File: src/rtl/lla_pkg.sv
// Shared types and constants for the Life-like automaton engine.
// Used by every module of the block; depends on nothing else.
`timescale 1ns / 1ps

package lla_pkg;

    // Default board capacity, handed to the top-level parameters.
    localparam int DEF_MAX_WIDTH  = 64;
    localparam int DEF_MAX_HEIGHT = 64;

    // Field widths fixed by the command and register definitions.
    localparam int COORD_W    = 7;
    localparam int MASK_W     = 9;
    localparam int CFG_DATA_W = 9;
    localparam int CFG_IDX_W  = 2;

    // Smallest dimension that still has interior cells.
    localparam logic [COORD_W-1:0] MIN_DIM = 7'd3;

    // Reset values of the configuration registers.
    localparam logic [COORD_W-1:0] RST_WIDTH  = 7'd64;
    localparam logic [COORD_W-1:0] RST_HEIGHT = 7'd64;
    localparam logic [MASK_W-1:0]  RST_STAY   = 9'd12;
    localparam logic [MASK_W-1:0]  RST_BORN   = 9'd8;

    typedef enum logic [1:0] {
        CMD_READ  = 2'd0,
        CMD_WRITE = 2'd1,
        CMD_STEP  = 2'd2
    } lla_cmd_t;

    typedef enum logic [CFG_IDX_W-1:0] {
        REG_BOARD_WIDTH  = 2'd0,
        REG_BOARD_HEIGHT = 2'd1,
        REG_STAY_MASK    = 2'd2,
        REG_BORN_MASK    = 2'd3
    } lla_reg_t;

    typedef enum logic [2:0] {
        ST_CLEAR,
        ST_IDLE,
        ST_RD_WAIT,
        ST_WR_WAIT,
        ST_STEP_RUN,
        ST_STEP_LAST
    } lla_state_t;

    typedef struct packed {
        logic [1:0]         command;
        logic [COORD_W-1:0] column;
        logic [COORD_W-1:0] row;
        logic               cell_in;
    } lla_cmd_data_t;

    typedef struct packed {
        logic cell_out;
        logic out_of_range;
    } lla_rsp_data_t;

    // Control handed from the sequencer to the generation datapath.
    typedef struct packed {
        logic               shift;
        logic [COORD_W-1:0] width;
        logic [MASK_W-1:0]  stay_mask;
        logic [MASK_W-1:0]  born_mask;
    } lla_gen_ctl_t;

endpackage

File: src/rtl/lla_board_mem.sv
// One board buffer: a row-wide synchronous RAM, one write and one read port.
// Uses lla_pkg only for the default row and column counts.
`timescale 1ns / 1ps

module lla_board_mem
    import lla_pkg::*;
#(
    parameter int ROWS = DEF_MAX_HEIGHT,
    parameter int COLS = DEF_MAX_WIDTH
)
(
    input  logic                    clk,
    input  logic                    we,
    input  logic [$clog2(ROWS)-1:0] waddr,
    input  logic [COLS-1:0]         wdata,
    input  logic [$clog2(ROWS)-1:0] raddr,
    output logic [COLS-1:0]         rdata
);

    logic [COLS-1:0] mem [ROWS];

    always_ff @(posedge clk)
    begin
        if (we)
        begin
            mem[waddr] <= wdata;
        end
    end

    // Read data is registered; a read of the row being written returns old data.
    always_ff @(posedge clk)
    begin
        rdata <= mem[raddr];
    end

endmodule

File: config.mk
export PLATFORM = sky130hd
export DESIGN_NAME = lla_board_mem
export DESIGN_NICKNAME = d
export VERILOG_FILES = /design/src/rtl/lla_pkg.sv /design/src/rtl/lla_board_mem.sv
export SDC_FILE = /design/constraint.sdc
export NUM_CORES = 2
export LEC_CHECK = 0
export BUFFER_PORTS_ARGS = -buffer_cell sky130_fd_sc_hd__buf_4
export CAP_MARGIN = 20
export CORE_AREA = 3 3 477 952
export CTS_CLUSTER_SIZE = 25
export DETAILED_ROUTE_END_ITERATION = 10
export DIE_AREA = 0 0 480 955
export PLACE_DENSITY = 0.6
export SETUP_SLACK_MARGIN = 0.5
export SYNTH_ARGS = -nofsm -noshare
export SYNTH_HDL_FRONTEND = slang
export SYNTH_SLANG_ARGS = --single-unit
File: constraint.sdc
create_clock -name clk -period 7.6 [get_ports clk]
set_input_delay 0.76 -clock clk [delete_from_list [all_inputs] [get_ports clk]]
set_output_delay 0.76 -clock clk [all_outputs]
set_load 0.005 [all_outputs]
* After elaboration in Yosys (flattened, before gate mapping)
Memory sizes are Yosys's and may differ from the RTL's. A register that Yosys moved wholly into a read port is not among the register bits. Index checks and enable logic that the tools add are counted.
Word-level totals: register bits 0, memory bits (writable) 4096, input port bits 78, output and inout bits 64, logic and storage cells 3, memories 1
Operators by class: muxes and demuxes 2
Memory list:
- mem | words 64, bits a word 64, read ports 1, clocked after memory_dff 1, wr ports 1, line lla_board_mem.sv:20 | logic [COLS-1:0] mem [ROWS];
Operators by type and width (count):
- $mux W1 | 2

* Logic depth before layout (Yosys ltp)
depth after elaboration 2, depth in mapped cells 9, mapped depth without buffers 5

* Worst setup path before layout
Ideal clock, no wire load.
path type input-to-reg, start point in waddr[3], end point mem mem[48][0] in the netlist's numbering, enable pin, library setup time 0.564 ns, data arrival time 5.632 ns, data required time 7.036 ns, setup slack 1.404 ns, stages on the path 4, path buffers 1, path through clkbuf_1 -> nor2b_1 -> nand4b_1 -> nor3_1
RTL lines:
- start: declaration | line lla_board_mem.sv:14 | input logic [$clog2(ROWS)-1:0] waddr,
- end: declaration | line lla_board_mem.sv:20
No word-level cell before the write port.

==> impl_metrics.toml <==
[power]
leakagePower_uw = 0.05368
total_power_uw = 45050
cellPowerDensity_mw_per_mm2 = 255.4
irDropWorstVdd_mv = 0.1832

[final_layout]
fin_util = 0.3936
finalNetCount = 6993
num-fill-cells = 39015
syn2layout_area_growth_pct = 12.80
layout-drive-gt1-share = 0.2743

[cts]
cts_tree = "done"
cts_max_level = 5
postCtsResizedCells = 0
path_clk_slew_ns = 0.07
postCtsSetupRepairBufs = 0
clock_latency_ns = 0.93
cts_buffer_depth = 4
postCtsHoldBufs = 0
cts-root-buf = "clkbuf_16"
cts_made_buffers = 333
clock-sinks = 4160

[run_status]
status = "finished, final reports clean"

[grt]
grt_max_degree = 105
grt_pass1_vias = 77706
overflow = 0
grt_pass1_wl_mm = 645.9
antenna_found_initial = 35
track_usage = 0.2028

[timing]
fmax_mhz = 287.5
max-slew-margin-rel = 0.1720
skew_ns = 0.05838
whs_ns = 0.3408
drv_slew = 0
finalSetupTns_ns = 0
max_slew.worst_pin.slew_ns = 1.242
finalSetupViolations = 0
period_share = 0.4577
rsz0062_at_grt = "false"
hold_viol = 0
fin_crit_ns = 3.478

[setup_path]
worstSetupPathType = "in2reg"
crit_arrival_ns = 4.28
worst_ep_required_time_ns = 8.40
worstSetupEndpointType = "flip-flop"
critPathLaunchType = "primary input"
r2r_cells = 4
crit_fanout = 85

[floorplanning]
core_region_area_sq_mm = 0.4480
start_util = 0.3490
dieHeight_microns = 955
row_count = 348
die_w_microns = 480
ios = 142
die-area_sq_mm = 0.4584

[place]
io_buffers = 141
dp_hpwl_mm = 263.6
gp_congestion = 0.7857

[yosys]
synth_area_leaders = "edfxtp_1 (79%), mux4_2 (15%), mux2i_1 (0.86%), dfxtp_1 (0.82%), a22oi_1 (0.81%)"
yosys_warnings = 0
synth-edff-count = 4096
synthCells = 6598
yosysMostFrequentCell = "edfxtp_1"
syn_area_sq_mm = 0.1563
ys_ff_latch = 4160
ys_seq_area_frac = 0.7949
synth_flop_cell = "edfxtp_1"
synth_nets = 6676
avgSynthCellArea_sq_um = 23.70
yosysTopAreaCellShare = 0.7867
synth_cell_types = 33
yosysTopAreaCell = "edfxtp_1"
ys_top_cells_by_count = "edfxtp_1 (4096), mux4_2 (1024), buf_2 (170), a22oi_1 (168), clkbuf_1 (140)"
async_reset_ff_frac = 0

[worst_hold_path]
holdPathStages = 1
hold_path.class = "in2reg"

[routing]
ant_nets = 0
drt-wirelength-per-cell_microns = 35.89
routed_via_density = 5.728
first_iter_violations = 8468
dr.pass1.iters = 5
drc = 0
routed_wl_mm = 471.5
route.vias.total = 75252

[run]
drv_cap = 0
-- logic make-up after synthesis --
kind of cell	after synthesis	share of synthesized area
DFF	4160	0.7949
muxes	1159	0.1561
AOI/OAI and AO/OA	504	0.02477
buffers and inverters	389	0.01180
and+or+nand+nor	386	0.01240
-- metal layers --
layer,vias to the layer above,part of all wire,track usage
met3,967,0.068,0.02724
met4,14,0.058,0.09988
li1,28986,-,-
met5,-,0.00015,0
met1,41676,0.34,0.2312
met2,3609,0.54,0.3712
-- worst paths after layout --
kind,to,slack (ns),startpoint
setup / recovery,rdata[32],4.12,raddr[1]
hold / removal,mem[22][11],0.34,wdata[11]
setup reg to reg,rdata[63],5.13,mem[34][63]
hold reg to reg,rdata[14],0.86,mem[47][14]
-- flip-flops by register name (all words and copies together), names as in the netlist --
name / count
rdata: 64
mem: 4096
-- per-stage QoR --
stage,cells,setup WS (ns),area [sq um]
final,13138,4.122,176400
after global routing,13132,4.120,176400
after CTS,13124,4.214,176300
after detailed placement,12530,3.280,165800
after global placement,12523,3.255,165600
after floorplan,6598,1.404,156300
-- power breakdown --
group	internal (uW)	switching (uW)
Sequential	25400	140
Clock	9220	8070
Combinational	824	1410
Total	35400	9630
-- critical path, cell delays in order --
cell	delay, ns
buf_8	0.57
buf_12	0.49
buf_4	0.57
mux4_2	0.40
a22oi_1	0.25
nand3_1	0.48
and3_1	0.38
-- final cells by class --
type | count | area, sq um | area share
timing repair buffer | 352 | 3213 | 0.01822
sequential | 4160 | 124300 | 0.7047
inverter | 19 | 71.32 | 0.0004044
tap | 5950 | 7445 | 0.04221
clock inverter | 181 | 1605 | 0.009102
clock buffer | 413 | 8941 | 0.05070
antenna | 14 | 35.03 | 0.0001986
multi-input combinational | 2049 | 30780 | 0.1745
-- placed cells by master (no fill, tap or decap), types with 3 or more instances in the layout --
cell,instances
and3_1,64
clkinv_1,54
inv_1,19
buf_12,38
mux2i_1,135
a22o_1,88
diode_2,14
a22oi_1,168
or2_2,28
nor2b_1,24
or3_1,29
buf_16,4
nor2_4,64
nor2b_4,3
o221ai_1,38
a2bb2oi_1,19
a31oi_1,18
clkbuf_16,339
nand3_1,45
clkbuf_1,56
a41oi_1,26
clkinvlp_4,23
o22ai_1,83
clkinv_4,4
nand2b_1,8
nand2_1,55
dfxtp_1,64
nor2_1,47
bufinv_16,24
clkbuf_8,18
mux4_2,1024
a211oi_1,63
clkinv_2,62
edfxtp_1,4096
buf_4,308
inv_6,9
clkinv_8,3
No activity file was read; power rests on OpenSTA's default activity.
