## config.mk

```make
export PLATFORM = sky130hd
export DESIGN_NAME = lla_gen_unit
export DESIGN_NICKNAME = d
export VERILOG_FILES = /design/src/rtl/lla_pkg.sv /design/src/rtl/lla_gen_unit.sv
export SDC_FILE = /design/constraint.sdc
export NUM_CORES = 1
export LEC_CHECK = 0
export BUFFER_PORTS_ARGS = -buffer_cell sky130_fd_sc_hd__buf_2
export CORE_AREA = 2 2 244 246
export DETAILED_ROUTE_END_ITERATION = 6
export DIE_AREA = 0 0 246 248
export MAX_ROUTING_LAYER = met4
export PLACE_DENSITY = 0.67
export SETUP_SLACK_MARGIN = 0.05
export SYNTH_ARGS = -nofsm -noshare
export SYNTH_HDL_FRONTEND = slang
export SYNTH_SLANG_ARGS = --single-unit
export TNS_END_PERCENT = 5
```

## constraint.sdc

```tcl
create_clock -name clk -period 7.2 [get_ports clk]
set_input_delay 1.44 -clock clk [delete_from_list [all_inputs] [get_ports clk]]
set_output_delay 1.44 -clock clk [all_outputs]
set_load 0.01 [all_outputs]
```

## src/rtl/lla_pkg.sv

```systemverilog
// Shared types and constants for the Life-like automaton engine.
// Used by every module of the block; depends on nothing else.
`timescale 1ns / 1ps

package lla_pkg;

    // Default board capacity, handed to the top-level parameters.
    localparam int DEF_MAX_WIDTH  = 64;
    localparam int DEF_MAX_HEIGHT = 64;

    // Field widths fixed by the command and register definitions.
    localparam int COORD_W    = 7;
    localparam int MASK_W     = 9;
    localparam int CFG_DATA_W = 9;
    localparam int CFG_IDX_W  = 2;

    // Smallest dimension that still has interior cells.
    localparam logic [COORD_W-1:0] MIN_DIM = 7'd3;

    // Reset values of the configuration registers.
    localparam logic [COORD_W-1:0] RST_WIDTH  = 7'd64;
    localparam logic [COORD_W-1:0] RST_HEIGHT = 7'd64;
    localparam logic [MASK_W-1:0]  RST_STAY   = 9'd12;
    localparam logic [MASK_W-1:0]  RST_BORN   = 9'd8;

    typedef enum logic [1:0] {
        CMD_READ  = 2'd0,
        CMD_WRITE = 2'd1,
        CMD_STEP  = 2'd2
    } lla_cmd_t;

    typedef enum logic [CFG_IDX_W-1:0] {
        REG_BOARD_WIDTH  = 2'd0,
        REG_BOARD_HEIGHT = 2'd1,
        REG_STAY_MASK    = 2'd2,
        REG_BORN_MASK    = 2'd3
    } lla_reg_t;

    typedef enum logic [2:0] {
        ST_CLEAR,
        ST_IDLE,
        ST_RD_WAIT,
        ST_WR_WAIT,
        ST_STEP_RUN,
        ST_STEP_LAST
    } lla_state_t;

    typedef struct packed {
        logic [1:0]         command;
        logic [COORD_W-1:0] column;
        logic [COORD_W-1:0] row;
        logic               cell_in;
    } lla_cmd_data_t;

    typedef struct packed {
        logic cell_out;
        logic out_of_range;
    } lla_rsp_data_t;

    // Control handed from the sequencer to the generation datapath.
    typedef struct packed {
        logic               shift;
        logic [COORD_W-1:0] width;
        logic [MASK_W-1:0]  stay_mask;
        logic [MASK_W-1:0]  born_mask;
    } lla_gen_ctl_t;

endpackage

```

## src/rtl/lla_gen_unit.sv

```systemverilog
// Generation datapath: a three-row window and one rule lane per column.
// Depends on lla_pkg for the control struct and field widths.
`timescale 1ns / 1ps

module lla_gen_unit
    import lla_pkg::*;
#(
    parameter int MAX_WIDTH = DEF_MAX_WIDTH
)
(
    input  logic                 clk,
    input  lla_gen_ctl_t         ctl,
    input  logic [MAX_WIDTH-1:0] row_in,
    input  logic [MAX_WIDTH-1:0] dst_old,
    output logic [MAX_WIDTH-1:0] new_row
);

    logic [MAX_WIDTH-1:0] top_reg;
    logic [MAX_WIDTH-1:0] mid_reg;
    logic [MAX_WIDTH+1:0] top_pad;
    logic [MAX_WIDTH+1:0] mid_pad;
    logic [MAX_WIDTH+1:0] bot_pad;

    function automatic logic rule_bit(input logic [7:0] nb, input logic self,
                                      input logic [MASK_W-1:0] stay,
                                      input logic [MASK_W-1:0] born);
        logic [3:0]        cnt;
        logic [MASK_W-1:0] mask;
        cnt = '0;
        for (int i = 0; i < 8; i++)
        begin
            cnt = cnt + {3'b000, nb[i]};
        end
        mask = self ? stay : born;
        return mask[cnt];
    endfunction

    always_ff @(posedge clk)
    begin
        if (ctl.shift)
        begin
            top_reg <= mid_reg;
            mid_reg <= row_in;
        end
    end

    // Padding with a dead column on each side; edge lanes are never interior.
    assign top_pad = {1'b0, top_reg, 1'b0};
    assign mid_pad = {1'b0, mid_reg, 1'b0};
    assign bot_pad = {1'b0, row_in, 1'b0};

    always_comb
    begin
        for (int x = 0; x < MAX_WIDTH; x++)
        begin
            if ((x >= 1) && (x + 1 < int'(ctl.width)))
            begin
                new_row[x] = rule_bit({top_pad[x], top_pad[x+1], top_pad[x+2],
                                       mid_pad[x], mid_pad[x+2],
                                       bot_pad[x], bot_pad[x+1], bot_pad[x+2]},
                                      mid_pad[x+1], ctl.stay_mask, ctl.born_mask);
            end
            else
            begin
                new_row[x] = dst_old[x];
            end
        end
    end

endmodule

```

Word level (Yosys, flattened, before mapping)

Index checks and enable logic that the tools add are counted.

Flip-flop bits (word level): 128
Input bits: 155
Output and inout port bits: 64

$add $sub $neg: 437
Magnitude comparators: 126
Multiplexer cells: 252

Operators with widths:

| kind                                                                 | count |
|---|---|
| 4-bit by 1-bit adder with 4-bit output                               | 251 |
| 9-bit two-way mux                                                    | 63 |
| 4-bit by 5-bit < comparator with 1-bit output, second input constant | 63 |
| 1-bit binary-select mux with 4-bit select                            | 63 |
| 3-bit by 1-bit adder with 4-bit output                               | 62 |
| 6-bit by 7-bit < comparator with 1-bit output, first input constant  | 32 |
| 2-bit by 1-bit adder with 3-bit output                               | 62 |
| 1-bit two-way mux                                                    | 126 |
| 1-bit by 1-bit adder with 2-bit output                               | 62 |
| 5-bit by 7-bit < comparator with 1-bit output, first input constant  | 16 |
| 4-bit by 7-bit < comparator with 1-bit output, first input constant  | 8 |
| 3-bit by 7-bit < comparator with 1-bit output, first input constant  | 4 |
| 2-bit by 7-bit < comparator with 1-bit output, first input constant  | 2 |
| 7-bit < comparator, first input constant                             | 1 |

Depth between registers and ports, before layout

Gate-level depths: netlist of the first run.

Depth after elaboration: 10
Gate-level depth with buffers: 14
Gate-level depth less buffers: 13

Worst setup path before layout of the first run

No wires, ideal clock.

Path kind: input -> output
Start: input port row_in[37]
End: output port new_row[38]
Data arrival time: 4.840 ns
Path slack: 0.920 ns
Stages: 13
Buffers on the path: 0
Path through: inv_1 fa_1 fa_1 fa_1 inv_1 ha_1 inv_1 fa_1 mux4_2 mux4_2 nand2_1 o21ai_1 mux2_2

Word-level cells in the longest chain between the ends: 9

Ends and longest elaborated chain:

| element                                             | RTL line           | source |
|---|---|---|
| from (decl)                                         | lla_gen_unit.sv:13 | `input logic [MAX_WIDTH-1:0] row_in,` |
| 2-bit by 1-bit adder with 3-bit output              | lla_gen_unit.sv:32 | `cnt = cnt + {3'b000, nb[i]};` |
| 3-bit by 1-bit adder with 4-bit output              | lla_gen_unit.sv:32 |  |
| 4-bit by 1-bit adder with 4-bit output (4 in a row) | lla_gen_unit.sv:32 |  |
| 1-bit binary-select mux with 4-bit select           | lla_gen_unit.sv:35 | `return mask[cnt];` |
| 1-bit two-way mux (not written as such)             | lla_gen_unit.sv:35 |  |
| 1-bit two-way mux                                   | lla_gen_unit.sv:56 | `if ((x >= 1) && (x + 1 < int'(ctl.width)))` |
| to (decl)                                           | lla_gen_unit.sv:15 | `output logic [MAX_WIDTH-1:0] new_row` |

Every way passes these cells. The select of a mux whose other input is x is not followed.

Worst setup path in the final report of the first run

Start: input port row_in[58]
End: output port new_row[59]

Same word-level chain as after synthesis.

==> metrics.txt, run 1 <==
status=finished clean; CTS H-tree depth=4; Sink Count=~130; Post-Synth Adder-Cell Area=28.2%; Layout Skew=between 0.007 and 0.008 ns; Pint=just over 4000 µW; drt wl/cell=25.3 µm; max_cap viols=0; Setup TNS=0 ns; R2R depth=0; initial antenna violation count=11; top cells by area, synth=fa_1 19%, mux4_2 18%, edfxtp_1 15%; worst hold slack=0.463 ns; die height=between 200 and 250 µm; clk buf depth=2; Sw Ratio=44.3%; layout cells sized above 1=20.6%; min-delay src=mid_reg[0]$_DFFE_PP_; final worst-path cycle share=95.1%; Setup crit start kind=primary input; crit path time final=6.85 ns; DP Worst Slack=0.371 ns; all-layer global routing usage=29.2%; Cell Count, Final, Fillers Out=about 3300; Ports=219; switching pwr=3300 µW; Leak=0.0130 µW; die area=0.0610 mm²; DRT Wirelength=84300 µm; crit path max fanout=7; Mapped Cells=2482; largest net degree at the start of global routing=90; syn nets=3074; Routed Antenna Nets=0; Clock Latency Late Sink=0.50 ns; P&R area growth vs syn=8.11%; Syn Std Cell Area=0.0260 mm²; final net count=approximately 3100; max-slew violations=0; Hold Path Class=flop to flop; Cell Pwr Density=265 mW/mm²; first-pass GRT wire length=128000 µm; vias in the first global route=21500; DRC viols=0; ys flop type=edfxtp_1; CTS clk-pin slew, worst paths=0.06 ns; Reg power frac=13.1%; Final Hold Viols=0; Seq/Total Area, Yosys=14.8%; main combinational cell family by area after synthesis=multiplexers; # hold bufs at CTS=0; Initial DRC Count=around 2100; Synth cell types=60; syn_area_per_cell=about 10 µm²; critical path type=primary input to output port; Worst Hold Path EP=top_reg[0]$_DFFE_PP_; Hold Path Stages=0; WP data required=5.76 ns; CTS tree=yes; Synth Area in Compound Gates=between 6 and 7%; Max rail drop VDD=0.199 mV; most common cell in the netlist=inv_1; Clock power frac=about an eighth; Synth top cells by count=573 x inv_1, 250 x fa_1, 204 x mux4_2; I/O Buffers=216; endpoints failing setup=0; overall die width=246 µm; Max Fclk=0.146 GHz; vias per cell=between 6 and 7; HPWL after DPL=58200 µm; final setup margin=0.350 ns; Post-synth EDFFs=128; Core Area=approximately 0.058 mm²; Simple-Gate Fraction of Synth Area=under 10%; post-synthesis xor/xnor area fraction=2.05%; placed cell count=roughly 3300; final global-route overflow total=0; Slew @ Worst Pin=1.13 ns; Synth top area share=19.2%; RSZ-0062 raised after global routing=no; CP Capture Type=output port; Post-CTS Setup Repair Bufs=0; mux contribution to synthesized area=between 20% and 30%; reg-to-reg critical path startpoint=mid_reg[62]$_DFFE_PP_; RePlAce Congestion=0.932; combinational share of power=74.4%; Pre-antenna DRT Iters=6; Core Rows=89; FF-to-FF setup slack=~6.3 ns; Reg-to-Reg End=top_reg[62]$_DFFE_PP_; warnings from Yosys=0; vias=20500; async set or reset register ratio after synthesis=0%; Starting Density=~44%; Clock Tree Root=clkbuf_16; CTS buffer count=17; area leader, netlist=fa_1; flops & latches, synth=128; Slew headroom=24.0%; fillcell total=~5300; Arrival @ worst endpoint=5.41 ns
==> worst max path at each step <==
| stage | start | to |
|---|---|---|
| after floorplan | row_in[37] | new_row[38] |
| after global placement | row_in[22] | new_row[23] |
| after detailed placement | row_in[22] | new_row[23] |
| after CTS | row_in[22] | new_row[23] |
| after global routing | row_in[56] | new_row[57] |
| final | row_in[58] | new_row[59] |
==> placed cells by master, fill, tap and decap left out, types with 5 or more instances in the layout <==
master / count
nand2_1: 100
nand4_1: 8
nor3_1: 9
mux4_2: 204
mux4_1: 45
a211oi_1: 5
xnor2_1: 13
inv_1: 573
edfxtp_1: 128
a21o_1: 39
a21oi_1: 75
o21bai_1: 11
mux2i_1: 141
o21ai_1: 9
buf_2: 204
o311ai_1: 7
or3_1: 5
nor4b_1: 28
a311oi_1: 11
buf_4: 33
nand3_1: 58
a31oi_1: 33
a41oi_1: 7
fa_1: 250
o21ai_0: 29
o211ai_1: 13
mux2_2: 43
xor2_1: 47
nand2b_1: 9
nor4bb_1: 9
nor2_1: 115
ha_1: 187
clkbuf_16: 17
diode_2: 14
nor2b_1: 21
o21a_1: 8
==> layout make-up <==
class / count / area [µm²] / share of cell area (%)
Tap cell: 773 / 967 / 3.44
Inverter: 573 / 2150 / 7.65
Clock inverter: 13 / 145 / 0.516
Sequential cell: 128 / 3840 / 13.7
Antenna cell: 14 / 35.0 / 0.125
Multi-Input combinational cell: 1577 / 19200 / 68.2
Timing Repair Buffer: 242 / 1360 / 4.84
Clock buffer: 19 / 433 / 1.54
==> power by group through the flow <==
stage / logic [µW] / clock network (µW) / registers (µW)
finish: 5550 / 933 / 975
global route: 6090 / 974 / 990
CTS: 5510 / 948 / 977
detailed placement: 5470 / 0 / 992
global placement: 5240 / 0 / 987
floorplan: 4220 / 0 / 916
==> worst max-delay path, cell delays in order <==
cell       delay, ns
buf_2           0.12
inv_1           0.09
fa_1            0.56
fa_1            0.44
fa_1            0.45
inv_1           0.08
ha_1            0.17
inv_1           0.06
fa_1            0.43
xnor2_2         0.34
a2111oi_0       0.13
a31oi_1         0.17
nand4_1         0.12
a41oi_1         0.57
buf_2           0.25
==> stage by stage <==
| stage | total power (µW) | area, µm² | utilization, % |
|---|---|---|---|
| floorplan | 5130 | 26000 | - |
| global placement | 6220 | 27500 | 47.0 |
| detailed placement | 6470 | 27500 | 47.0 |
| CTS | 7440 | 28100 | 48.0 |
| global route | 8060 | 28100 | 48.1 |
| finish | 7460 | 28100 | 48.1 |
==> repair_timing <==
item / 4_1_cts / 5_1_grt
resized for setup: 0 / 1
endpoints found under the setup margin: 0 / 1
hold endpoints to repair: 0 / 0
==> cell families (layout without fill, tap and decap cells) <==
group                    after synthesis  after routing
buffers and inverters                777            847
adder cells (fa/ha/maj)              437            437
multiplexers                         433            433
AND/OR/NAND/NOR                      380            380
AO/OA/AOI/OAI                        266            266
flip-flops                           128            128
XOR/XNOR                              61             61
other                                  0             14
==> per-layer routing <==
layer  global-route usage [%]  vias to the layer above  part of all wire [%]  wire length, µm
li1                         -                     8734                     -                -
met4                     12.3                        0                   4.1             3490
met1                     37.0                    10300                    39            33100
met5                        -                        -                     0                0
met2                     44.8                     1222                    46            38800
met3                     6.90                      217                    11             8970
(Power assumes the default switching activity.)
==> run 2, diff against run 1 <==
BUFFER_PORTS_ARGS = -buffer_cell sky130_fd_sc_hd__buf_4   (was -buffer_cell sky130_fd_sc_hd__buf_2)
==> metrics.txt, run 2 (synthesis gave the netlist of run 1 again) <==
DP Worst Slack=0.380 ns (+0.00872 ns); endpoints failing setup=0 (unchanged); vias in the first global route=21400 (-0.48%); final worst-path cycle share=95.9% (+0.72 points); Pre-antenna DRT Iters=6 (unchanged); # hold bufs at CTS=0 (unchanged); Layout Skew=0.00955 ns (+0.00190 ns); overall die width=246 µm (unchanged); Worst Hold Path EP=top_reg[0]$_DFFE_PP_; Cell Pwr Density=267 mW/mm² (+0.62%); Core Rows=89 (unchanged); Starting Density=44.5% (unchanged); met3 wire len=8860 µm (-1.3%); RSZ-0062 raised after global routing=no; Clock Latency Late Sink=0.50 ns (about the same); final net count=3122 (-0.29%); DRC viols=0 (unchanged); Sink Count=128 (unchanged); Reg-to-Reg End=top_reg[62]$_DFFE_PP_; all-layer global routing usage=29.6% (+0.40 points); Max rail drop VDD=0.213 mV (+7.0%); WP data required=5.76 ns (about the same); met1 wire length=33500 µm (+1.4%); Clock Tree Root=clkbuf_16; min-delay src=mid_reg[0]$_DFFE_PP_; vias per cell=6.17 (+0.62%); max_cap viols=0 (unchanged); HPWL after DPL=58400 µm (+0.39%); final global-route overflow total=0 (unchanged); Final Hold Viols=0 (unchanged); crit path max fanout=6 (-1); placed cell areas=0.0279 mm² (+1.4%); crit path time final=6.90 ns (+0.0519 ns); CTS tree=yes; met2 wire length=39800 µm (+2.6%); initial antenna violation count=6 (-5); Slew headroom=27.5% (+3.5 points); Routed Antenna Nets=0 (unchanged); Arrival @ worst endpoint=5.46 ns (+0.05 ns); die height=248 µm (unchanged); final setup margin=0.299 ns (-0.0519 ns); reg-to-reg critical path startpoint=mid_reg[62]$_DFFE_PP_; Setup TNS=0 ns (unchanged); layout cells sized above 1=20.1% (-0.43 points); RePlAce Congestion=0.917 (-1.6%); I/O Buffers=216 (unchanged); CP Capture Type=output port; Slew @ Worst Pin=1.09 ns (-0.0443 ns); status=finished clean; Initial DRC Count=1942 (-7.0%); max-slew violations=0 (unchanged); CTS H-tree depth=4 (unchanged); commonest non-fill, non-tap cell in the layout=inv_1; Hold Path Class=flop to flop; CTS clk-pin slew, worst paths=0.05 ns (about the same); Max Fclk=0.145 GHz (-0.75%); DRT Wirelength=85800 µm (+1.7%); critical path type=primary input to output port; die area=0.0610 mm² (unchanged); CTS buffer count=17 (unchanged); Post-CTS Setup Repair Bufs=0 (unchanged); Core Area=0.0585 mm² (unchanged); post_cts resized=0 (unchanged); Hold Path Stages=0 (unchanged); Leak=0.0131 µW (+0.69%); Setup crit start kind=primary input; Final Cell Area=0.0284 mm² (+1.2%); FF-to-FF setup slack=6.28 ns (about the same); P&R area growth vs syn=9.37%; R2R depth=0 (unchanged); clk buf depth=2 (unchanged); vias=20500 (+0.11%); highest metal used=met4; Core Util, Final=48.7% (+0.56 points); drt wl/cell=25.8 µm (+2.2%); most frequent cells in the layout=573 x inv_1, 250 x fa_1, 232 x buf_4, 204 x mux4_2, 187 x ha_1; Ports=219 (unchanged); first-pass GRT wire length=129000 µm (+0.91%); largest net degree at the start of global routing=81 (-10%)
-- run 2: changes by cell type in the layout (fill, tap and decap cells not counted) --
| cell | change |
|---|---|
| clkbuf_1 | +4 |
| bufinv_16 | -1 |
| diode_2 | -7 |
| clkinv_4 | -2 |
| xnor2_1 | +1 |
| buf_4 | +199 |
| clkinv_1 | -2 |
| buf_12 | -4 |
| buf_2 | -204 |
| xnor2_2 | -1 |
-- run 2: power by group --
part           internal (µW)  total [µW]  leakage [µW]  switching [µW]
clock network            501         898      0.000260             397
registers                888         975       0.00125            87.9
logic                   2860        5720        0.0115            2850
-- run 2: per-layer routing --
metal  up-vias  track usage, %
met4         0            12.6
met5         -               -
met3       233            5.88
li1       8706               -
met1     10400            38.0
met2      1211            45.6
-- run 2: layout make-up --
type,instances,area (µm²)
antenna,7,17.5
tap,773,967
clock buffer,23,448
fill,5272,30000
inverter,573,2150
timing repair buffer,233,1750
multi-input combinational,1577,19200
clock inverter,8,90.1
sequential,128,3840
-- run 2: per-stage QoR --
step / hold WS, ns / cells / power [µW]
floorplan: 0.421 / 2482 / 5130
global placement: 0.437 / 3284 / 6370
detailed placement: 0.435 / 3284 / 6640
CTS: 0.450 / 3315 / 7580
global route: 0.453 / 3321 / 8180
finish: 0.448 / 3322 / 7590
-- run 2: critical path, stage by stage --
cell      delay (ns)
buf_4           0.13
inv_1           0.13
fa_1            0.45
fa_1            0.52
fa_1            0.40
inv_1           0.08
ha_1            0.18
inv_1           0.06
fa_1            0.41
xor2_1          0.38
nor2_1          0.11
nor4bb_1        0.33
a21oi_1         0.11
a31oi_1         0.50
buf_4           0.23
-- run 2: how the worst max path moves through the flow --
stage | startpoint | slack, ns | end | cells past startpoint
after global placement | row_in[38] | 0.48 | new_row[38] | 15
after detailed placement | row_in[22] | 0.38 | new_row[23] | 14
after CTS | row_in[28] | 0.38 | new_row[29] | 14
after global routing | row_in[59] | 0.13 | new_row[59] | 15
final | row_in[57] | 0.30 | new_row[57] | 15
after floorplan | row_in[37] | 0.92 | new_row[38] | 13
==> run 3, diff against run 2 <==
CORE_AREA = 2 2 258 260   (was 2 2 244 246)
DIE_AREA = 0 0 260 262   (was 0 0 246 248)
PLACE_DENSITY = 0.62   (was 0.67)
TNS_END_PERCENT = unset   (was 5)
==> metrics.txt, run 3 (synthesis gave the netlist of run 1 again) <==
die area=0.0681 mm² (+12%); final worst-path cycle share=95.1% (-0.77 points); Clock Latency Late Sink=0.49 ns (about the same); all-layer global routing usage=26.2% (-3.3 points); CTS tree=yes; CTS H-tree depth=4 (unchanged); die height=262 µm (+5.6%); Top delay family on crit path=adder cells; post_cts resized=0 (unchanged); Slew headroom=20.1% (-7.4 points); commonest non-fill, non-tap cell in the layout=inv_1; drt wl/cell=25.1 µm (-2.8%); CTS buffer count=17 (unchanged); RSZ-0062 raised after global routing=no; crit path time final=6.85 ns (-0.0553 ns); Post-CTS Setup Repair Bufs=0 (unchanged); I/O Buffers=216 (unchanged); final net count=3123 (+0.032%); clk buf depth=2 (unchanged); Core Rows=94 (+5.6%); Storage cell area=0.00384 mm² (unchanged); critical path type=primary input to output port; Final Hold Viols=0 (unchanged); Initial DRC Count=1596 (-18%); max_cap viols=0 (unchanged); CTS clk-pin slew, worst paths=0.06 ns (about the same); Max rail drop VDD=0.184 mV (-14%); RePlAce Congestion=0.855 (-6.8%); vias per cell=5.92 (-4.1%); multi-input logic area=0.0192 mm² (unchanged); Hold Path Stages=0 (unchanged); DRC viols=0 (unchanged); Hold Path Class=flop to flop; initial antenna violation count=9 (+3); Worst path max stage delay=0.61 ns (+0.09 ns); Arrival @ worst endpoint=5.41 ns (-0.05 ns); layout cells sized above 1=20.4% (+0.30 points); Ports=219 (unchanged); endpoints failing setup=0 (unchanged); Clock Tree Root=clkbuf_16; max-slew violations=0 (unchanged); Max Fclk=0.146 GHz (+0.81%); vias in the first global route=21200 (-1.0%); CP bufs+invs=5 (unchanged); worst hold slack=0.464 ns (+0.0154 ns); largest net degree at the start of global routing=78 (-3.7%); status=finished clean; DRT Wirelength=85700 µm (about the same); HPWL after DPL=58400 µm (about the same); crit-path cells=buf_4 -> inv_1 -> fa_1 -> fa_1 -> fa_1 -> inv_1 -> ha_1 -> inv_1 -> fa_1 -> mux4_2 -> mux4_2 -> mux2i_1 -> a21oi_1 -> buf_4; most frequent cells in the layout=573 x inv_1, 250 x fa_1, 233 x buf_4, 204 x mux4_2, 187 x ha_1; # hold bufs at CTS=0 (unchanged); Core Area=0.0653 mm² (+12%); Starting Density=39.8% (-4.6 points); Routed Antenna Nets=0 (unchanged); Core Util, Final=43.9% (-4.8 points); Sink Count=128 (unchanged); Slew @ Worst Pin=1.18 ns (+0.0952 ns); Setup crit start kind=primary input; final global-route overflow total=0 (unchanged); crit path max fanout=5 (-1); cell mode on critical path=fa_1; P&R area growth vs syn=10.2%; Cell Pwr Density=267 mW/mm² (+0.13%); Pre-antenna DRT Iters=6 (unchanged); Layout Skew=0.0117 ns (+0.00218 ns); slowest CP cell=fa_1; Levels on crit path=14 (-1); Leak=0.0131 µW (+0.33%); WP data required=5.76 ns (about the same); fillcell total=6098 (+16%); CP Capture Type=output port; Setup TNS=0 ns (unchanged); vias=20200 (-1.4%); overall die width=260 µm (+5.7%); R2R depth=0 (unchanged); first-pass GRT wire length=129000 µm (-0.63%)
run 3: layer usage:
metal / global-route usage (%) / vias to the layer above / share of wire, %
li1: - / 8694 / -
met1: 32.8 / 10200 / 39
met2: 41.7 / 1074 / 47
met3: 5.24 / 204 / 9.8
met4: 11.0 / 0 / 3.9
met5: - / - / 0
run 3: layout make-up:
type | instances | share of cell area (%)
sequential | 128 | 13.4
clock inverter | 15 | 0.673
inverter | 573 | 7.51
timing repair buffer | 234 | 6.14
antenna | 8 | 0.0699
multi-input combinational | 1577 | 66.9
tap | 864 | 3.77
clock buffer | 17 | 1.48
run 3: worst paths after layout:
check / start / to / slack, ns
max: row_in[23] / new_row[23] / 0.35
min: mid_reg[0]$_DFFE_PP_ / top_reg[0]$_DFFE_PP_ / 0.46
max reg2reg: mid_reg[62]$_DFFE_PP_ / top_reg[62]$_DFFE_PP_ / 6.30
min reg2reg: mid_reg[0]$_DFFE_PP_ / top_reg[0]$_DFFE_PP_ / 0.46
run 3: power breakdown:
part	internal (µW)	leakage [µW]	total, µW	switching [µW]
sequential	887	0.00125	974	86.5
combinational	2870	0.0115	5690	2830
clock	576	0.000298	986	410
run 3: through the flow:
stage                     std cells  power (µW)  area (µm²)  setup slack, ns
after global routing           3416        8250       28600            0.200
after detailed placement       3376        6640       28000            0.392
after global placement         3376        6400       28000            0.472
final                          3416        7650       28600            0.354
after floorplan                2482        5130       26000            0.920
after CTS                      3408        7670       28600            0.393
